### config.mk
export PLATFORM = sky130hd
export DESIGN_NAME = tla_ram
export DESIGN_NICKNAME = d
export VERILOG_FILES = /design/src/rtl/tla_ram.sv
export SDC_FILE = /design/constraint.sdc
export NUM_CORES = 2
export LEC_CHECK = 0
export BUFFER_PORTS_ARGS = -buffer_cell sky130_fd_sc_hd__buf_2
export CAP_MARGIN = 20
export CORE_MARGIN = 4
export CORE_UTILIZATION = 60
export DETAILED_ROUTE_END_ITERATION = 6
export GPL_TIMING_DRIVEN = 1
export PLACE_DENSITY_LB_ADDON = 0.2
export SLEW_MARGIN = 40
export SYNTH_ARGS = -nofsm -noshare
export SYNTH_HDL_FRONTEND = slang
export SYNTH_SLANG_ARGS = --single-unit
### constraint.sdc
create_clock -name aclk -period 2.8 [get_ports aclk]
set_input_delay 0.28 -clock aclk [delete_from_list [all_inputs] [get_ports aclk]]
set_output_delay 0.28 -clock aclk [all_outputs]
set_load 0.01 [all_outputs]
### src/rtl/tla_ram.sv
`timescale 1ns / 1ps
`default_nettype none
module tla_ram #(
    parameter int Width = 8,
    parameter int Depth = 256
) (
    input  wire logic                     aclk,
    input  wire logic                     we,
    input  wire logic [$clog2(Depth)-1:0] waddr,
    input  wire logic [Width-1:0]         wdata,
    input  wire logic [$clog2(Depth)-1:0] raddr,
    output logic      [Width-1:0]         rdata
);
    logic [Width-1:0] mem [Depth];
    always_ff @(posedge aclk) begin
        if (we) mem[waddr] <= wdata;
        rdata <= mem[raddr];
    end
endmodule
`default_nettype wire

==> metrics.csv <==
metric,value,unit
grt_start_max_net_pins,112,
critPathLaunchType,flip-flop,
fin_skew,0.02930,ns
cts_resized,0,
synth_top_area_cell,edfxtp_1,
hpwlAfterDp,125700,um
reg2reg_to,rdata[5]$_DFF_P_,
whs,0.03765,ns
pre_cts_slack,-0.6479,ns
synth_seq_area_share,0.7750,
synth-edff-count,2048,
drc_errors,0,
crit_arrival,3.42,ns
clockBufferDepth,3,
regToRegSetupSlack,0.02,ns
wl,197300,um
area.growth.synth_to_final,16.10,%
ff2ff_path_depth,6,
ys_ff_latch,2056,
synth_common_cells,"edfxtp_1, mux4_2, nor2_1, mux2i_1, a22oi_1",
synthArstFlopShare,0,
min_period,2.776,ns
tightest_slew,0.9003,ns
power,63.72,mW
whs_path_depth,1,
vias_per_cell,6.572,
ir_worst_vdd,704.6,uV
power_density,689.8,mW/mm^2
clock.fmax,360.2,MHz
final_cells,6260,
slew_viol_final,0,
holdBufCountCts,5,
synthTopCellsByArea,"edfxtp_1, mux4_2, mux2i_1",
crit_fanout,1,
maxCapViolCount,0,
postCtsSetupBuffers,0,
worstPathRequired,3.44,ns
tritoncts,done,
worstSetupEndpointType,flip-flop,
setup_viol_count_final,0,
post-synth-top-count-cell,edfxtp_1,
wl_per_cell,31.52,um
synth.distinct_cells,55,
tns,0,ns
hold_path_class,primary input to flip-flop,
synth.avg_cell_area,21.31,um^2
gp_congestion,0.8916,
synth_nets,3759,
cts_inserted_buffers,195,
synth_flop_cell,edfxtp_1,
post-route-util,0.7017,
yosysTopAreaCellShare,0.7730,
outcome,finished clean,
layout-drive-gt1-share,0.3078,
fin_crit_sh,0.9916,
h-tree-depth,4,
power.leakage,29.90,nW
grt_pass1_wl,289400,um
dieArea,0.1385,mm^2
clk_latency,0.83,ns
num_vias,41140,
antenna_left,0,
coreArea,0.1316,mm^2
path_clk_slew,0.07,ns
grt_pass1_vias,41620,
worst_slack,0.02365,ns
antenna_found_initial,12,
die_y,372.1,um
clockRootBuffer,clkbuf_16,
clkSinkCount,2056,
hold_viol_final,0,
synth_cells,3733,
slew_headroom,0.3965,
rsz0062_at_grt,false,
r2r_start,mem[211][5]$_DFFE_PP_,
setup.worst_path.class,flip-flop to flip-flop,
start_util,0.6044,
drt_iter0_markers,5668,
whs_endpoint,mem[85][4]$_DFFE_PP_,
ios,34,
postPlaceCellArea,0.08589,mm^2
grt_usage,0.2922,
final_nets,4360,
hp-start,wdata[4],
grt.overflow.total,0,
yosys_warnings,0,
firstDrtPassIters,6,
post-route-cell-area,0.09237,mm^2
row_count,133,
die_w,372.1,um
dpl.cell_count,5885,
io_buffers,33,
synth_area,0.07956,mm^2
## placed cells by master (no fill, tap or decap), types with 10 or more instances in the layout
cell type | netlist | routed
o221ai_1 | 46 | 46
buf_4 | 27 | 538
a221oi_1 | 13 | 13
a22oi_1 | 133 | 133
nor3_1 | 22 | 20
o21ai_0 | 10 | 10
nor4_1 | 24 | 21
mux2i_1 | 134 | 134
bufinv_16 | 0 | 22
nor2_1 | 282 | 279
buf_12 | 8 | 62
o211ai_1 | 10 | 10
edfxtp_1 | 2048 | 2048
clkbuf_1 | 111 | 33
nand4_1 | 10 | 10
nand3_1 | 34 | 34
buf_2 | 31 | 21
clkinv_2 | 0 | 33
a21oi_1 | 96 | 96
nor2b_1 | 31 | 28
mux4_2 | 454 | 454
nand2_1 | 33 | 33
clkbuf_16 | 0 | 200
clkinv_1 | 1 | 54
a211oi_1 | 16 | 16
o22ai_1 | 28 | 28
## state kept, by name, summed over array words and instances, names as in the netlist
name	count
mem	2048
rdata	8
## worst max-delay path: stages, from the launching register on
cell and delay [ns]:
edfxtp_1 0.37, mux4_2 0.50, a22o_1 0.24, a221oi_1 0.34
o32ai_1 0.20, nor3_2 0.71, nor4_1 0.23
## worst max-delay path by stage
| stage | start | slack, ns | to |
|---|---|---|---|
| after floorplan | raddr[0] | 0.58 | rdata[2]$_DFF_P_ |
| after global placement | raddr[4] | -1.19 | rdata[2]$_DFF_P_ |
| after detailed placement | raddr[0] | -0.65 | rdata[5]$_DFF_P_ |
| after CTS | mem[211][5]$_DFFE_PP_ | 0.12 | rdata[5]$_DFF_P_ |
| after global routing | mem[211][5]$_DFFE_PP_ | 0.08 | rdata[5]$_DFF_P_ |
| final | mem[211][5]$_DFFE_PP_ | 0.02 | rdata[5]$_DFF_P_ |
## layer usage
layer | track usage | part of all wire | vias to the layer above
li1 | - | - | 16910
met1 | 0.4173 | 0.38 | 21530
met2 | 0.4524 | 0.48 | 2301
met3 | 0.06704 | 0.11 | 395
met4 | 0.1049 | 0.036 | 6
met5 | 0 | 0.00021 | -
## area by class of cell
class	instances	area (um^2)
fill	7837	39260
sequential	2056	61660
clock buffer	235	5156
tap	1755	2196
inverter	2	7.507
antenna	8	20.02
multi-input combinational	1442	16520
timing repair buffer	637	5588
clock inverter	125	1220
## cells by family after synthesis
group                  count (synthesis)  synth area share
buffers and inverters                235           0.01831
flip-flops                          2056            0.7750
AO/OA/AOI/OAI                        385           0.03419
multiplexers                         591            0.1462
AND/OR/NAND/NOR                      466           0.02628
## where the power goes
group          switching [mW]  internal [mW]  total (mW)
logic                    2.07           1.34        3.41
registers              0.0563           33.9        34.0
clock network            11.2           15.1        26.3
Note: power is estimated with default switching activity, not from simulation.
